<file path="src/b58_pkg.sv">
// Package for the base-58 identifier encoder.
// Holds shared widths, the divide-by-58 constants, the link type between cells
// and the alphabet lookup. Depends on nothing.
package b58_pkg;

    // Digit and group geometry.
    localparam int RADIX_INT  = 58;
    localparam int DIGIT_W    = 6;
    localparam int GROUP_W    = 4;
    localparam int VALUE_W    = 32;
    localparam int NUM_GROUPS = VALUE_W / GROUP_W;
    localparam int GCNT_W     = $clog2(NUM_GROUPS);
    localparam int NUM_CELLS  = 6;
    localparam int IDX_W      = $clog2(NUM_CELLS);
    localparam int CHAR_W     = 7;

    // A cell works on digit * 16 + carry, which stays below 58 * 16.
    localparam int WORK_W     = DIGIT_W + GROUP_W;

    // Quotient by 58 as a multiply by a scaled reciprocal; exact for WORK_W-bit values.
    localparam int RECIP_SHIFT = 16;
    localparam int RECIP_W     = 11;
    localparam int PROD_W      = WORK_W + RECIP_W;
    localparam logic [RECIP_W-1:0] RECIP = RECIP_W'(1130);
    localparam logic [WORK_W-1:0]  RADIX = WORK_W'(RADIX_INT);

    localparam logic [GCNT_W-1:0] LAST_GROUP = GCNT_W'(NUM_GROUPS - 1);
    localparam logic [IDX_W-1:0]  TOP_IDX    = IDX_W'(NUM_CELLS - 1);

    // The alphabet, first character in the top byte.
    localparam logic [8*RADIX_INT-1:0] ALPHABET =
        "123456789abcdefghijkmnopqrstuvwxyzABCDEFGHJKLMNPQRSTUVWXYZ";

    // What one cell hands to the next in each cycle.
    typedef struct packed {
        logic               valid;
        logic               first;
        logic               last;
        logic [GROUP_W-1:0] carry;
    } link_t;

    typedef logic [DIGIT_W-1:0] digit_t;

    // ASCII code of one base-58 digit.
    function automatic logic [CHAR_W-1:0] digit_char(input digit_t d);
        logic [8:0] pos;
        pos = 9'(RADIX_INT - 1) - 9'(d);
        if (d > DIGIT_W'(RADIX_INT - 1))
        begin
            return ALPHABET[8*(RADIX_INT-1) +: CHAR_W];
        end
        return ALPHABET[8*pos +: CHAR_W];
    endfunction

endpackage

</file>
<file path="src/base58_uid_encoder_top.sv">
// Top level of the base-58 identifier encoder: group feeder, chain of digit
// cells and output stage. Depends on b58_pkg, b58_cell and b58_emitter.
//
//   channel   valid         stall         payload
//   input     value_valid   value_stall   value[31:0]
//   output    char_valid    char_stall    character[6:0], last
//
// An identifier enters as eight 4-bit groups, one per cycle, and ripples
// through six registered cells; its digits are final once the last group has
// passed the top cell. They then move to the output stage when it is empty, and
// the next identifier can be taken after that move. The output stage sends one
// to six characters, one per cycle while char_stall is low. The input rate is
// set by the group feed, the cell chain depth and the hand-off.
// rst_n clears all control state at once; output stalls hold the finished
// digits in the cells and keep value_stall high.
module base58_uid_encoder_top
    import b58_pkg::*;
(
    input  logic               clk,
    input  logic               rst_n,
    input  logic               value_valid,
    output logic               value_stall,
    input  logic [VALUE_W-1:0] value,
    output logic               char_valid,
    input  logic               char_stall,
    output logic [CHAR_W-1:0]  character,
    output logic               last
);

    logic [VALUE_W-1:0] shift_reg;
    logic [GCNT_W-1:0]  gcnt_reg;
    logic               feeding_reg;
    logic               busy_reg;
    logic               done_reg;
    logic               accept;
    logic               capture;
    logic               empty;
    link_t              links [NUM_CELLS+1];
    digit_t             digits [NUM_CELLS];

    assign accept      = value_valid && !value_stall;
    assign value_stall = busy_reg;
    assign capture     = done_reg && empty;

    // Group feeder: top nibble first.
    always_ff @(posedge clk or negedge rst_n)
    begin
        if (!rst_n)
        begin
            feeding_reg <= 1'b0;
            gcnt_reg    <= '0;
        end
        else if (accept)
        begin
            feeding_reg <= 1'b1;
            gcnt_reg    <= '0;
        end
        else if (feeding_reg)
        begin
            gcnt_reg <= gcnt_reg + 1'b1;
            if (gcnt_reg == LAST_GROUP)
            begin
                feeding_reg <= 1'b0;
            end
        end
    end

    always_ff @(posedge clk)
    begin
        if (accept)
        begin
            shift_reg <= value;
        end
        else if (feeding_reg)
        begin
            shift_reg <= shift_reg << GROUP_W;
        end
    end

    always_comb
    begin
        links[0].valid = feeding_reg;
        links[0].first = (gcnt_reg == '0);
        links[0].last  = (gcnt_reg == LAST_GROUP);
        links[0].carry = shift_reg[VALUE_W-1 -: GROUP_W];
    end

    // Chain of digit cells, least significant digit in cell zero.
    for (genvar k = 0; k < NUM_CELLS; k++)
    begin : g_cell
        b58_cell u_cell (
            .clk      (clk),
            .rst_n    (rst_n),
            .link_in  (links[k]),
            .link_out (links[k+1]),
            .digit    (digits[k])
        );
    end

    // Busy from accept until the digits move to the output stage.
    always_ff @(posedge clk or negedge rst_n)
    begin
        if (!rst_n)
        begin
            busy_reg <= 1'b0;
            done_reg <= 1'b0;
        end
        else
        begin
            if (accept)
            begin
                busy_reg <= 1'b1;
            end
            else if (capture)
            begin
                busy_reg <= 1'b0;
            end
            if (links[NUM_CELLS].valid && links[NUM_CELLS].last)
            begin
                done_reg <= 1'b1;
            end
            else if (capture)
            begin
                done_reg <= 1'b0;
            end
        end
    end

    b58_emitter u_emitter (
        .clk        (clk),
        .rst_n      (rst_n),
        .capture    (capture),
        .digits     (digits),
        .empty      (empty),
        .char_valid (char_valid),
        .char_stall (char_stall),
        .character  (character),
        .last       (last)
    );

endmodule

</file>
<file path="src/b58_cell.sv">
// One cell of the base-58 conversion chain: holds one digit.
// Each beat multiplies the digit by 16, adds the incoming carry and passes
// the quotient by 58 on to the next cell. Depends on b58_pkg.
module b58_cell
    import b58_pkg::*;
(
    input  logic   clk,
    input  logic   rst_n,
    input  link_t  link_in,
    output link_t  link_out,
    output digit_t digit
);

    digit_t             digit_reg;
    digit_t             digit_next;
    link_t              link_reg;
    link_t              link_next;
    logic [WORK_W-1:0]  work;
    logic [PROD_W-1:0]  prod;
    logic [GROUP_W-1:0] quot;
    logic [WORK_W-1:0]  quot_times_radix;

    // Scale the held digit (cleared on the first group) and add the carry.
    always_comb
    begin
        if (link_in.first)
        begin
            work = WORK_W'(link_in.carry);
        end
        else
        begin
            work = {digit_reg, link_in.carry};
        end
        prod             = PROD_W'(work) * PROD_W'(RECIP);
        quot             = prod[RECIP_SHIFT +: GROUP_W];
        quot_times_radix = WORK_W'(quot) * RADIX;
        digit_next       = DIGIT_W'(work - quot_times_radix);
        link_next.valid  = link_in.valid;
        link_next.first  = link_in.first;
        link_next.last   = link_in.last;
        link_next.carry  = quot;
    end

    // The digit and the outgoing first, last and carry change only on a valid beat; valid is registered from link_in.
    always_ff @(posedge clk or negedge rst_n)
    begin
        if (!rst_n)
        begin
            link_reg <= '0;
        end
        else
        begin
            link_reg.valid <= link_in.valid;
            if (link_in.valid)
            begin
                link_reg.first <= link_next.first;
                link_reg.last  <= link_next.last;
                link_reg.carry <= link_next.carry;
            end
        end
    end

    always_ff @(posedge clk)
    begin
        if (link_in.valid)
        begin
            digit_reg <= digit_next;
        end
    end

    assign link_out = link_reg;
    assign digit    = digit_reg;

endmodule

</file>
<file path="src/b58_emitter.sv">
// Output stage of the base-58 encoder: holds the finished digits and sends
// them most significant first, skipping leading zeros. Depends on b58_pkg.
module b58_emitter
    import b58_pkg::*;
(
    input  logic                 clk,
    input  logic                 rst_n,
    input  logic                 capture,
    input  digit_t               digits [NUM_CELLS],
    output logic                 empty,
    output logic                 char_valid,
    input  logic                 char_stall,
    output logic [CHAR_W-1:0]    character,
    output logic                 last
);

    digit_t           digits_reg [NUM_CELLS];
    logic [IDX_W-1:0] idx_reg;
    logic [IDX_W-1:0] idx_next;
    logic             valid_reg;
    logic             valid_next;
    logic [IDX_W-1:0] top;
    logic             beat;

    // Highest nonzero digit; digit zero is always sent.
    always_comb
    begin
        top = '0;
        for (int k = 1; k < NUM_CELLS; k++)
        begin
            if (digits[k] != '0)
            begin
                top = IDX_W'(k);
            end
        end
    end

    assign beat = valid_reg && !char_stall;

    // Walk down from the top digit, one beat at a time.
    always_comb
    begin
        idx_next   = idx_reg;
        valid_next = valid_reg;
        if (capture)
        begin
            idx_next   = top;
            valid_next = 1'b1;
        end
        else if (beat)
        begin
            if (idx_reg == '0)
            begin
                valid_next = 1'b0;
            end
            else
            begin
                idx_next = idx_reg - 1'b1;
            end
        end
    end

    always_ff @(posedge clk or negedge rst_n)
    begin
        if (!rst_n)
        begin
            valid_reg <= 1'b0;
            idx_reg   <= '0;
        end
        else
        begin
            valid_reg <= valid_next;
            idx_reg   <= idx_next;
        end
    end

    always_ff @(posedge clk)
    begin
        if (capture)
        begin
            digits_reg <= digits;
        end
    end

    assign empty      = !valid_reg;
    assign char_valid = valid_reg;
    assign character  = digit_char(digits_reg[idx_reg]);
    assign last       = (idx_reg == '0);

endmodule

</file>
<file path="config.mk">
export PLATFORM = sky130hd
export DESIGN_NAME = base58_uid_encoder_top
export DESIGN_NICKNAME = d
export VERILOG_FILES = /design/src/b58_pkg.sv /design/src/base58_uid_encoder_top.sv /design/src/b58_cell.sv /design/src/b58_emitter.sv
export SDC_FILE = /design/constraint.sdc
export NUM_CORES = 1
export LEC_CHECK = 0
export BUFFER_PORTS_ARGS = -buffer_cell sky130_fd_sc_hd__buf_4
export CORE_MARGIN = 4
export CORE_UTILIZATION = 35
export CTS_CLUSTER_SIZE = 28
export DETAILED_ROUTE_END_ITERATION = 16
export PLACE_DENSITY = 0.59
export SLEW_MARGIN = 20
export SYNTH_ARGS = -nofsm -noshare
export SYNTH_HDL_FRONTEND = slang
export SYNTH_SLANG_ARGS = --single-unit
</file>
<file path="constraint.sdc">
create_clock -name clk -period 14.7 [get_ports clk]
set_clock_uncertainty 0.1 [all_clocks]
set_input_delay 0.735 -clock clk [delete_from_list [all_inputs] [get_ports clk]]
set_output_delay 0.735 -clock clk [all_outputs]
set_load 0.1 [all_outputs]
</file>
-- Word level (Yosys, flattened, before mapping)
Index checks and enable logic that the tools add are counted.
- reductions and logical operators: 21
- add/sub/neg operators: 9
- bitwise logic cells: 1
- multiplexer cells: 33
- eq/ne operators: 2
- $mul: 12
- shifts and indexed selects: 1
- order comparisons: 2
- operators by type and width (cell ; count):
    $shiftx 464x13->7 const A ; 1
    $mul 10x10->19 const B ; 6
    $mux 32 ; 2
    $mux 10 ; 6
    $sub 6x6->6 ; 6
    $mul 4x5->5 const B ; 6
    $reduce_bool 6->1 ; 5
    $mux 3 ; 9
    $bmux 6 s3 ; 1
    $mux 7 ; 2
    $mux 6 ; 2
    $mux 1 ; 11
    $reduce_bool 2->1 ; 5
    $sub 6x6->7 const A ; 1
    $gt 6x6->1 const B ; 1
    $logic_not 3->1 ; 2
    $ge 4x4->1 const B ; 1
    $logic_and 1x1->1 ; 4
    $not 3->4 ; 1
    $reduce_and 2->1 ; 2
    $add 3x1->3 const B ; 1
    $eq 3x3->1 const B ; 1
    $logic_not 1->1 ; 3
    $sub 3x1->3 const B ; 1
    $ne 2x1->1 const B ; 1
- output and inout bits: 10
- logic and storage cells: 122
- bits in registers: 151

-- Depth between registers and ports, before layout
Gate-level depths: netlist of run 1.
- depth in word-level cells: 7
- mapped depth: 30
- gate-level depth less buffers: 29

-- Modules after synthesis
A second synthesis of run 1 with hierarchy kept.
- cell total of the unflattened synthesis: 1549
- area total of the unflattened synthesis: 17252.8 um^2
- modules (own cells, without submodules) (module ; times used ; area an instance (um^2) ; cells an instance):
    b58_cell (g_cell[0].u_cell ...) ; 3 ; 2155.8 ; 203
    b58_cell (g_cell[4].u_cell ...) ; 2 ; 2174.6 ; 204
    b58_emitter ; 1 ; 2459.9 ; 224
    b58_cell (g_cell[3].u_cell) ; 1 ; 2237.1 ; 211
    base58_uid_encoder_top ; 1 ; 1739.2 ; 97

-- Least setup slack after synthesis of run 1
Ideal clock, no wire load.
- path kind: reg-to-reg
- start: register g_cell[0].u_cell.link_reg (netlist bit g_cell[0].u_cell.link_out[5])
- end: register g_cell[1].u_cell.digit_reg[5] (data pin)
- setup time: 0.265 ns
- period minus slack after synthesis: 6.451 ns
- cell stages (with the launch flop): 28
- path slack: 8.249 ns
- buffers on the path: 0
- data required time: 14.335 ns
- data arrival time: 6.086 ns
- cells stage by stage: dfrtp_1 > nor2b_1 > ha_1 > ha_1 > inv_1 > fa_1 > inv_1 > fa_1 > ha_1 > ha_1 > a2111oi_0 > nand2_1 > a31oi_1 > o31ai_1 > a21oi_1 > o21bai_1 > a21oi_1 > xor2_1 > ha_1 > ha_1 > ha_1 > inv_1 > ha_1 > a21oi_1 > xnor2_1 > xnor2_1 > xnor2_1 > xor2_1
- word-level cells in the longest chain between the ends: 4
- RTL lines (item ; RTL line ; source):
    start: declaration ; b58_cell.sv:16 ; link_t link_reg;
    $mux 10 ; b58_cell.sv:26 ; if (link_in.first)
    $mul 10x10->19 ; b58_cell.sv:34 ; prod = PROD_W'(work) * PROD_W'(RECIP);
    net g_cell[1].u_cell.prod[19] ; b58_cell.sv:19 ; logic [PROD_W-1:0] prod;
    $mul 4x5->5 ; b58_cell.sv:36 ; quot_times_radix = WORK_W'(quot) * RADIX;
    $sub 6x6->6 ; b58_cell.sv:37 ; digit_next = DIGIT_W'(work - quot_times_radix);
    net g_cell[1].u_cell.digit_next[5] ; b58_cell.sv:15 ; digit_t digit_next;
    end signal: assignment ; b58_cell.sv:67 ; digit_reg <= digit_next;
    end: declaration ; b58_cell.sv:14 ; digit_t digit_reg;
The timed path passes the listed nets, and every way through them passes these cells.
A chain may end at the register's enable or synchronous reset.

-- Worst setup path after layout of run 1
- start: register gcnt_reg[0]
- end: register g_cell[0].u_cell.digit_reg[5] (data pin)
- word-level cells in the longest chain between the ends: 5
- RTL lines (item ; RTL line ; source):
    start: declaration ; base58_uid_encoder_top.sv:31 ; logic [GCNT_W-1:0] gcnt_reg;
    start signal: assignment ; base58_uid_encoder_top.sv:60 ; gcnt_reg <= gcnt_reg + 1'b1;
    $logic_not 3->1 ; base58_uid_encoder_top.sv:83 ; links[0].first = (gcnt_reg == '0);
    $mux 10 ; b58_cell.sv:26 ;
    $mul 10x10->19 ; b58_cell.sv:34 ;
    net g_cell[0].u_cell.prod[19] ; b58_cell.sv:19 ;
    $mul 4x5->5 ; b58_cell.sv:36 ;
    $sub 6x6->6 ; b58_cell.sv:37 ;
    net g_cell[0].u_cell.digit_next[5] ; b58_cell.sv:15 ;
    end signal: assignment ; b58_cell.sv:67 ;
    end: declaration ; b58_cell.sv:14 ;
The timed path passes the listed nets, and every way through them passes these cells.

==> results of run 1 <==
-- logic make-up after synthesis --
| family | count (synthesis) |
|---|---|
| buffers and inverters | 292 |
| adder cells (fa/ha/maj) | 496 |
| AND/OR/NAND/NOR | 177 |
| flip-flops | 151 |
| XOR/XNOR | 99 |
| AO/OA/AOI/OAI | 204 |
| multiplexers | 74 |
-- cells in the mapped netlist (all sizes together), types with 2 or more instances --
cell	number	area, µm²
a2111oi	6	52.6
a211o	5	52.6
a211oi	7	57.6
a21o	23	173
a21oi	71	367
a22oi	4	35.0
a311o	2	20.0
a311oi	4	35.0
a31oi	9	56.3
a32o	2	20.0
and2	9	56.3
and3	10	62.6
buf	12	71.3
clkbuf	11	41.3
dfrtp	47	1180
edfxtp	104	3120
fa	94	1880
ha	401	5020
inv	269	1010
mux2	61	691
mux2i	12	120
nand2	45	184
nand2b	27	169
nand3	8	40.0
nand4	6	37.5
nor2	35	131
nor2b	15	93.8
nor3	6	30.0
nor3b	3	22.5
nor4	5	37.5
o2111a	3	33.8
o21a	3	22.5
o21ai	28	140
o21bai	8	60.1
o22ai	9	68.8
o311ai	2	17.5
o31a	5	43.8
o31ai	3	22.5
or2	2	12.5
or4	3	22.5
xnor2	71	629
xor2	27	244
-- layer usage --
metal  wire length [µm]  share of wire  GRT usage  up-vias
li1                   -              -          -     5272
met1              14900           0.48      0.177     5004
met2              14900           0.48      0.222       73
met4                370          0.012     0.0277        0
met3                574          0.019     0.0157       16
met5                  0              0          0        -
-- cells in the final DEF (no fill, tap or decap), drive strengths merged, types with 8 or more instances in the layout --
cell / synthesis / routed
mux2: 61 / 61
nor2b: 15 / 15
o21ai: 28 / 28
o21bai: 8 / 8
a31oi: 9 / 9
ha: 401 / 401
nand2b: 27 / 27
nand3: 8 / 8
and2: 9 / 9
inv: 269 / 274
fa: 94 / 94
clkbuf: 11 / 18
and3: 10 / 10
xor2: 27 / 27
a21o: 23 / 23
dfrtp: 47 / 47
xnor2: 71 / 71
nand2: 45 / 45
nor2: 35 / 35
mux2i: 12 / 12
edfxtp: 104 / 104
a21oi: 71 / 71
o22ai: 9 / 9
buf: 12 / 49
-- area by class of cell --
cell class	count	area, µm²
fillers	4400	27800
clock inverters	14	144
clock buffers	18	429
repair buffers	49	368
well taps	600	751
flip-flops and latches	151	4300
multi-input cells	1050	10900
inverters	269	1010
-- how the worst max path moves through the flow --
stage / startpoint / to / slack (ns) / cells after the start
finish: gcnt_reg[0]$_DFFE_PN0P_ / g_cell[0].u_cell.digit[5]$_DFFE_PP_ / 7.58 / 26
global route: gcnt_reg[0]$_DFFE_PN0P_ / g_cell[0].u_cell.digit[5]$_DFFE_PP_ / 7.14 / 26
CTS: gcnt_reg[0]$_DFFE_PN0P_ / g_cell[0].u_cell.digit[5]$_DFFE_PP_ / 7.48 / 26
global placement: g_cell[0].u_cell.link_out[5]$_DFFE_PN0P_ / g_cell[1].u_cell.digit[5]$_DFFE_PP_ / 7.69 / 27
detailed placement: gcnt_reg[0]$_DFFE_PN0P_ / g_cell[0].u_cell.digit[5]$_DFFE_PP_ / 7.52 / 26
floorplan: g_cell[0].u_cell.link_out[5]$_DFFE_PN0P_ / g_cell[1].u_cell.digit[5]$_DFFE_PP_ / 8.25 / 27
-- per-stage QoR --
| step | cell area, µm² | worst slack (ns) | util | hold WS [ns] |
|---|---|---|---|---|
| after global routing | 17900 | 7.14 | 0.392 | 0.274 |
| after global placement | 17400 | 7.69 | 0.380 | 0.340 |
| final | 17900 | 7.58 | 0.392 | 0.233 |
| after detailed placement | 17400 | 7.52 | 0.380 | 0.343 |
| after CTS | 17900 | 7.48 | 0.392 | 0.250 |
| after floorplan | 16400 | 8.25 | - | 0.317 |
-- worst reg2reg max path, delay by kind of cell, from the launching register on --
family                     cells  cell delay, ns
AOI/OAI and AO/OA              5            1.00
xor gates and xnor gates       7            1.27
adders and majority gates     10            3.20
buffers and inverters          1            0.06
DFF                            1            0.39
and+or+nand+nor                3            0.85
==> impl_metrics.ini, run 1 <==
[run]
cap_violations = 0

[place]
portBuffers = 45
gp_congestion = 0.812
hpwl_um = 25200
post-place-cells = 2119

[global_route]
grt_start_max_net_pins = 48
grt_use_total = 0.129
grt_first_pass_wirelength_um = 54200
antenna_found_initial = 0
grt_overflow = 0
grt_pass1_vias = 11000

[sta]
worst_pin_slew_ns = 0.931
setup_viol = 0
slew_violations = 0
finalHoldViolCount = 0
fmax_mhz = 140
fin_crit_sh = 0.485
rsz0062_at_grt = no
slew_headroom = 0.378
min_period_ns = 7.12
setup_tns_ns = 0

[critical_path]
cp-start-kind = flip-flop
cp_slowest_cell = fa_1
worst_ep_arrival_time_ns = 7.19
cp_max_fo = 12
reg2reg_from = gcnt_reg[0]$_DFFE_PN0P_
worstPathRequired_ns = 14.77
cp_common_cell = ha_1
cpPeakStageDelay_ns = 0.52
cp.buffers_inverters = 1
worstSetupPathType = flip-flop to flip-flop
r2r_end = g_cell[0].u_cell.digit[5]$_DFFE_PP_
endpoint_kind = flip-flop
r2r.worst_path.cells = 26
path_delay_family = adder cells
reg2reg_slack_ns = 7.58

[synth]
async_reset_ff_frac = 0.311
synth-seq-area-share = 0.263
syn-cell-area_um2 = 16400
synth.ff_latch_count = 151
synth_warnings = 0
syn_nets = 2024
synth_ff_type = edfxtp_1
synth_compound_area_frac = 0.0839
synth.distinct_cells = 75
synth_fa_ha_area_frac = 0.422
synthSimpleGateAreaFrac = 0.0566
avgSynthCellArea_um2 = 11.0
synth_top_family_by_area = adder cells
synthCells = 1493
synth_xor_area_frac = 0.0548
synth-edff-count = 104
muxShareOfSynthArea = 0.0509

[clock_tree]
post_cts_buffers = 0
cts.sinks = 151
htree_levels = 4
clock-root-buffer = clkbuf_16
cts_tree = done
numCtsBuffers = 17
clk_pin_slew_worst_paths_ns = 0.06
ctsHoldBuffers = 0
cts_resized = 0
cts_buffer_depth = 2
clk_latency_ns = 0.43

[die]
start_util = 0.357
fp-row-count = 78
dieWidth_um = 224
die_y_um = 224
io_pins = 46
dieArea_um2 = 50300
core_um2 = 45800

[worst_hold_path]
hp-class = input pin to asynchronous set/reset pin

[drt]
drt-vias-per-instance = 4.82
wl_per_cell_um = 14.3
vias = 10400
drtIter0Drc = 509
drc = 0
dr.pass1.iters = 4
wirelength_um = 30800
ant_nets = 0

[layout]
syn2layout_area_growth_pct = 9.70
instances_no_fill = 2151
largest_reg_flops = 37
nNetsFinal = 2069
n_antenna_cell = 0
post_route_cells_drive_above_1_share = 0.101

[status]
status = finished, final reports clean
Power of run 1 is not shown: default switching activity piles up to over one toggle a cycle in this logic, so the estimate is an artifact.
==> inputs of run 2 (changes only) <==
--- a/config.mk
+++ b/config.mk
@@ -10,7 +10,7 @@
 export CORE_UTILIZATION = 35
 export CTS_CLUSTER_SIZE = 28
 export DETAILED_ROUTE_END_ITERATION = 16
-export PLACE_DENSITY = 0.59
+export PLACE_DENSITY = 0.61
 export SLEW_MARGIN = 20
 export SYNTH_ARGS = -nofsm -noshare
 export SYNTH_HDL_FRONTEND = slang
==> constraint.sdc (replaced) <==
create_clock -name clk -period 6 [get_ports clk]
set_clock_uncertainty 0.1 [all_clocks]
set_input_delay 0.3 -clock clk [delete_from_list [all_inputs] [get_ports clk]]
set_output_delay 0.3 -clock clk [all_outputs]
set_load 0.1 [all_outputs]
==> impl_metrics.ini, run 2 (same netlist as run 1, synthesis figures left out) <==
[place]
portBuffers = 45
hpwl_um = 27600
gp_congestion = 0.809

[sta]
finalWorstSetupSlack_ns = -0.189
slew_violations = 0
worst_pin_slew_ns = 0.807
fin_crit_sh = 1.03
setup_viol = 3
slew_headroom = 0.462
fmax_mhz = 162
setup_tns_ns = -0.405
min_period_ns = 6.19
rsz0062_at_grt = yes
finalHoldViolCount = 0

[clock_tree]
htree_levels = 4
clock-root-buffer = clkbuf_16
cts_buffer_depth = 2
cts_tree = done
clk_latency_ns = 0.42
clk_pin_slew_worst_paths_ns = 0.07
numCtsBuffers = 17
cts.sinks = 151

[global_route]
grt_start_max_net_pins = 48
antenna_found_initial = 0
grt_pass1_vias = 12200
grt_overflow = 0
grt_use_total = 0.138
grt_first_pass_wirelength_um = 58500

[layout]
multi_input_area_um2 = 12900
nFillCells = 4041
n_antenna_cell = 0
seqCellArea_um2 = 4310
final_common_cell = ha_1
largest_reg_flops = 37
layout_common_cells = ha_1, buf_4, inv_1
post_route_cells_drive_above_1_share = 0.344
post-route-util = 0.472
nNetsFinal = 2281
syn2layout_area_growth_pct = 32.1

[die]
io_pins = 46
dieArea_um2 = 50300
fp-row-count = 78
dieWidth_um = 224
die_y_um = 224
start_util = 0.357
core_um2 = 45800

[critical_path]
r2r_end = g_cell[1].u_cell.digit[5]$_DFFE_PP_
path_depth = 28
worst_ep_arrival_time_ns = 6.26
reg2reg_slack_ns = -0.19
cp_common_cell = ha_4
worstPathRequired_ns = 6.07
cp_max_fo = 5
cp.buffers_inverters = 3
reg2reg_from = g_cell[0].u_cell.link_out[5]$_DFFE_PN0P_
endpoint_kind = flip-flop
cp_slowest_cell = fa_1
cpPeakStageDelay_ns = 0.50
path_delay_family = adder cells
worstSetupPathType = flip-flop to flip-flop
r2r.worst_path.cells = 28
cp-start-kind = flip-flop

[drt]
wl_per_cell_um = 14.9
wl_met2_um = 17600
wl_met1_um = 16200
wl_met3_um = 952
vias = 11500
drt-vias-per-instance = 4.86
top_layer = met4
drc = 0
drtIter0Drc = 474
ant_nets = 0
dr.pass1.iters = 5
wirelength_um = 35200

[worst_hold_path]
whs_path_depth = 2
worstHoldStart = value[3]
holdPathEnd = shift_reg[3]$_SDFFCE_PN0P_
hp-class = input pin to flip-flop

[run]
cap_violations = 0

[status]
status = complete, but fails checks
violations = negative setup slack
## run 2: worst max-delay path by stage
stage,from,end,slack [ns]
5_1_grt,g_cell[0].u_cell.link_out[5]$_DFFE_PN0P_,g_cell[1].u_cell.digit[5]$_DFFE_PP_,-0.52
3_3_place_gp,g_cell[0].u_cell.link_out[5]$_DFFE_PN0P_,g_cell[1].u_cell.digit[5]$_DFFE_PP_,-0.35
3_5_place_dp,gcnt_reg[1]$_DFFE_PN0P_,g_cell[0].u_cell.digit[5]$_DFFE_PP_,-0.41
2_1_floorplan,g_cell[0].u_cell.link_out[5]$_DFFE_PN0P_,g_cell[1].u_cell.digit[5]$_DFFE_PP_,-0.008
6_report,g_cell[0].u_cell.link_out[5]$_DFFE_PN0P_,g_cell[1].u_cell.digit[5]$_DFFE_PP_,-0.19
4_1_cts,g_cell[0].u_cell.link_out[5]$_DFFE_PN0P_,g_cell[1].u_cell.digit[5]$_DFFE_PP_,-0.31
## run 2: area by class of cell
cell class / instances / area share
clock buffer: 17 / 0.0197
clock inverter: 15 / 0.00984
inverter: 269 / 0.0475
multi-input combinational: 1050 / 0.596
sequential: 151 / 0.199
tap: 600 / 0.0347
timing repair buffer: 261 / 0.0926
## run 2: repair_timing
action                                  CTS  global route
hold buffers                              1             0
resized for setup                       102           110
endpoints found under the setup margin    7            10
pin swaps                               139           136
setup buffers                            19            10
endpoints found under the hold margin    47             0
## run 2: worst register-to-register path, delay by kind of cell (launching register included)
kind            cells  cell delay, ns
compound gates      6            1.06
xor+xnor            8            1.19
fa+ha+maj           9            2.55
buf+inv             3            0.25
flops               1            0.47
simple gates        2            0.33
## run 2: layer usage
metal | up-vias | global-route usage
li1 | 5698 | -
met1 | 5620 | 0.184
met4 | 0 | 0.0233
met2 | 151 | 0.244
met5 | - | 0
met3 | 25 | 0.0190
## run 2: through the flow
stage	hold slack (ns)	std cells	cell area, µm²	worst slack, ns
floorplan	-0.0956	1493	16800	-0.00776
global placement	0.282	2304	19200	-0.347
detailed placement	0.286	2304	19200	-0.408
CTS	0.0419	2355	20700	-0.315
global route	0.0467	2363	21600	-0.523
finish	0.0608	2363	21600	-0.189
Power of run 2 is left out for the same reason.
==> inputs of run 3 (changes only) <==
--- a/config.mk
+++ b/config.mk
@@ -8,10 +8,12 @@
 export BUFFER_PORTS_ARGS = -buffer_cell sky130_fd_sc_hd__buf_4
 export CORE_MARGIN = 4
 export CORE_UTILIZATION = 35
+export CTS_BUF_LIST = sky130_fd_sc_hd__clkbuf_4 sky130_fd_sc_hd__clkbuf_8
 export CTS_CLUSTER_SIZE = 28
 export DETAILED_ROUTE_END_ITERATION = 16
 export PLACE_DENSITY = 0.61
 export SLEW_MARGIN = 20
 export SYNTH_ARGS = -nofsm -noshare
 export SYNTH_HDL_FRONTEND = slang
+export SYNTH_HIERARCHICAL = 1
 export SYNTH_SLANG_ARGS = --single-unit
==> impl_metrics.ini, run 3 <==
[status]
status = complete, but fails checks
violations = negative setup slack

[clock_tree]
cts_tree = done
clk_latency_ns = 0.46
cts.sinks = 151
clk_pin_slew_worst_paths_ns = 0.10
htree_levels = 4
cts_buffer_depth = 2
numCtsBuffers = 17
clock-root-buffer = clkbuf_8

[sta]
finalHoldViolCount = 0
worst_pin_slew_ns = 1.01
fmax_mhz = 162
fin_crit_sh = 1.03
slew_headroom = 0.329
rsz0062_at_grt = yes
setup_viol = 2
min_period_ns = 6.16
finalWorstSetupSlack_ns = -0.159
slew_violations = 0
setup_tns_ns = -0.258

[synth]
syn-cell-area_um2 = 17100
synth_warnings = 6
avgSynthCellArea_um2 = 11.1
synthCells = 1539
syn_nets = 2037

[critical_path]
reg2reg_from = gcnt_reg[0]$_DFFE_PN0P_
cpPeakStageDelay_ns = 0.50
cp_common_cell = ha_4
cp.buffers_inverters = 3
r2r_end = g_cell[0].u_cell/digit[5]$_DFFE_PP_
endpoint_kind = flip-flop
worstSetupPathType = flip-flop to flip-flop
path_delay_family = adder cells
cp-start-kind = flip-flop
cp_slowest_cell = fa_1
r2r.worst_path.cells = 28
cp_max_fo = 8
worst_ep_arrival_time_ns = 6.26
worstPathRequired_ns = 6.10
reg2reg_slack_ns = -0.16

[die]
core_um2 = 47900
dieWidth_um = 229
dieArea_um2 = 52400
fp-row-count = 80
io_pins = 46
die_y_um = 229
start_util = 0.356

[drt]
vias = 11900
drtIter0Drc = 525
drt-vias-per-instance = 4.87
top_layer = met4
wl_per_cell_um = 14.8
ant_nets = 0
wl_met1_um = 17300
dr.pass1.iters = 4
wl_met2_um = 17600
wirelength_um = 36100
drc = 0
wl_met3_um = 823

[global_route]
antenna_found_initial = 0
grt_first_pass_wirelength_um = 60500
grt_pass1_vias = 12600
grt_use_total = 0.137
grt_start_max_net_pins = 48
grt_overflow = 0

[place]
place_ws_ns = -0.306
hpwl_um = 28400
portBuffers = 45
gp_congestion = 0.833
post-place-cells = 2338

[layout]
final_common_cell = ha_1
layout_common_cells = ha_1, buf_4, inv_1
syn2layout_area_growth_pct = 27.4
nNetsFinal = 2307
n_antenna_cell = 0
post_route_cells_drive_above_1_share = 0.342
largest_reg_flops = 37
instances_no_fill = 2437

[worst_hold_path]
worstHoldStart = value[8]
whs_path_depth = 2
hp-class = input pin to flip-flop
holdPathEnd = shift_reg[8]$_DFFE_PP_

[run]
cap_violations = 0
[run 3: cell count changes in the layout (fill, tap and decap cells not counted), sizes merged, moves of 6 or more]
cell	before	now
inv	276	210
xor2	27	60
and2	9	40
nor2b	15	41
ha	401	378
nor2	35	55
nand3	8	25
buf	260	275
dlygate4sd3	1	14
fa	94	84
o211ai	1	11
mux2i	12	18
nand2	45	39
[run 3: worst register-to-register path, delay by kind of cell, from the launching register on]
family | cells | cell delay [ns]
DFF | 1 | 0.39
xor gates and xnor gates | 7 | 1.24
adders and majority gates | 10 | 2.71
buffers and inverters | 3 | 0.26
and+or+nand+nor | 3 | 0.39
AOI/OAI and AO/OA | 5 | 0.81
[run 3: stage by stage]
step	utilization	area [µm²]	hold slack (ns)
global placement	0.407	19500	0.289
finish	0.454	21700	0.0369
floorplan	-	17300	-0.0956
CTS	0.428	20500	0.00144
detailed placement	0.407	19500	0.305
global route	0.454	21700	0.00160
[run 3: metal layers]
| metal | global-route usage | vias to the layer above |
|---|---|---|
| met4 | 0.0262 | 0 |
| met2 | 0.234 | 130 |
| met1 | 0.185 | 5799 |
| li1 | - | 5908 |
| met3 | 0.0202 | 29 |
| met5 | 0 | - |
[run 3: timing repair]
action	in CTS	in global routing
resized for setup	67	131
hold endpoints to repair	52	8
pin swaps	71	118
setup endpoints to repair	9	12
setup buffers	26	28
hold buffers	6	8
[run 3: worst max path at each step]
stage	endpoint	slack, ns	cells after the start	start
final	g_cell[0].u_cell/digit[5]$_DFFE_PP_	-0.16	28	gcnt_reg[0]$_DFFE_PN0P_
after global routing	g_cell[0].u_cell/digit[5]$_DFFE_PP_	-0.46	28	gcnt_reg[0]$_DFFE_PN0P_
after CTS	g_cell[2].u_cell/digit[5]$_DFFE_PP_	-0.24	23	g_cell[1].u_cell/link_out[5]$_DFFE_PN0P_
after detailed placement	g_cell[0].u_cell/digit[5]$_DFFE_PP_	-0.31	27	gcnt_reg[0]$_DFFE_PN0P_
after global placement	g_cell[2].u_cell/digit[5]$_DFFE_PP_	-0.30	23	g_cell[1].u_cell/link_out[5]$_DFFE_PN0P_
after floorplan	g_cell[0].u_cell/digit[5]$_DFFE_PP_	-0.04	29	gcnt_reg[0]$_DFFE_PN0P_
[run 3: cell type report]
| class | instances | area (µm²) |
|---|---|---|
| Inverter | 202 | 771 |
| Clock buffer | 17 | 234 |
| Sequential cell | 151 | 4310 |
| Timing Repair Buffer | 289 | 2320 |
| Fill cell | 4332 | 26200 |
| Tap cell | 615 | 769 |
| Clock inverter | 15 | 174 |
| Multi-Input combinational cell | 1148 | 13200 |
Power of run 3 is left out for the same reason.
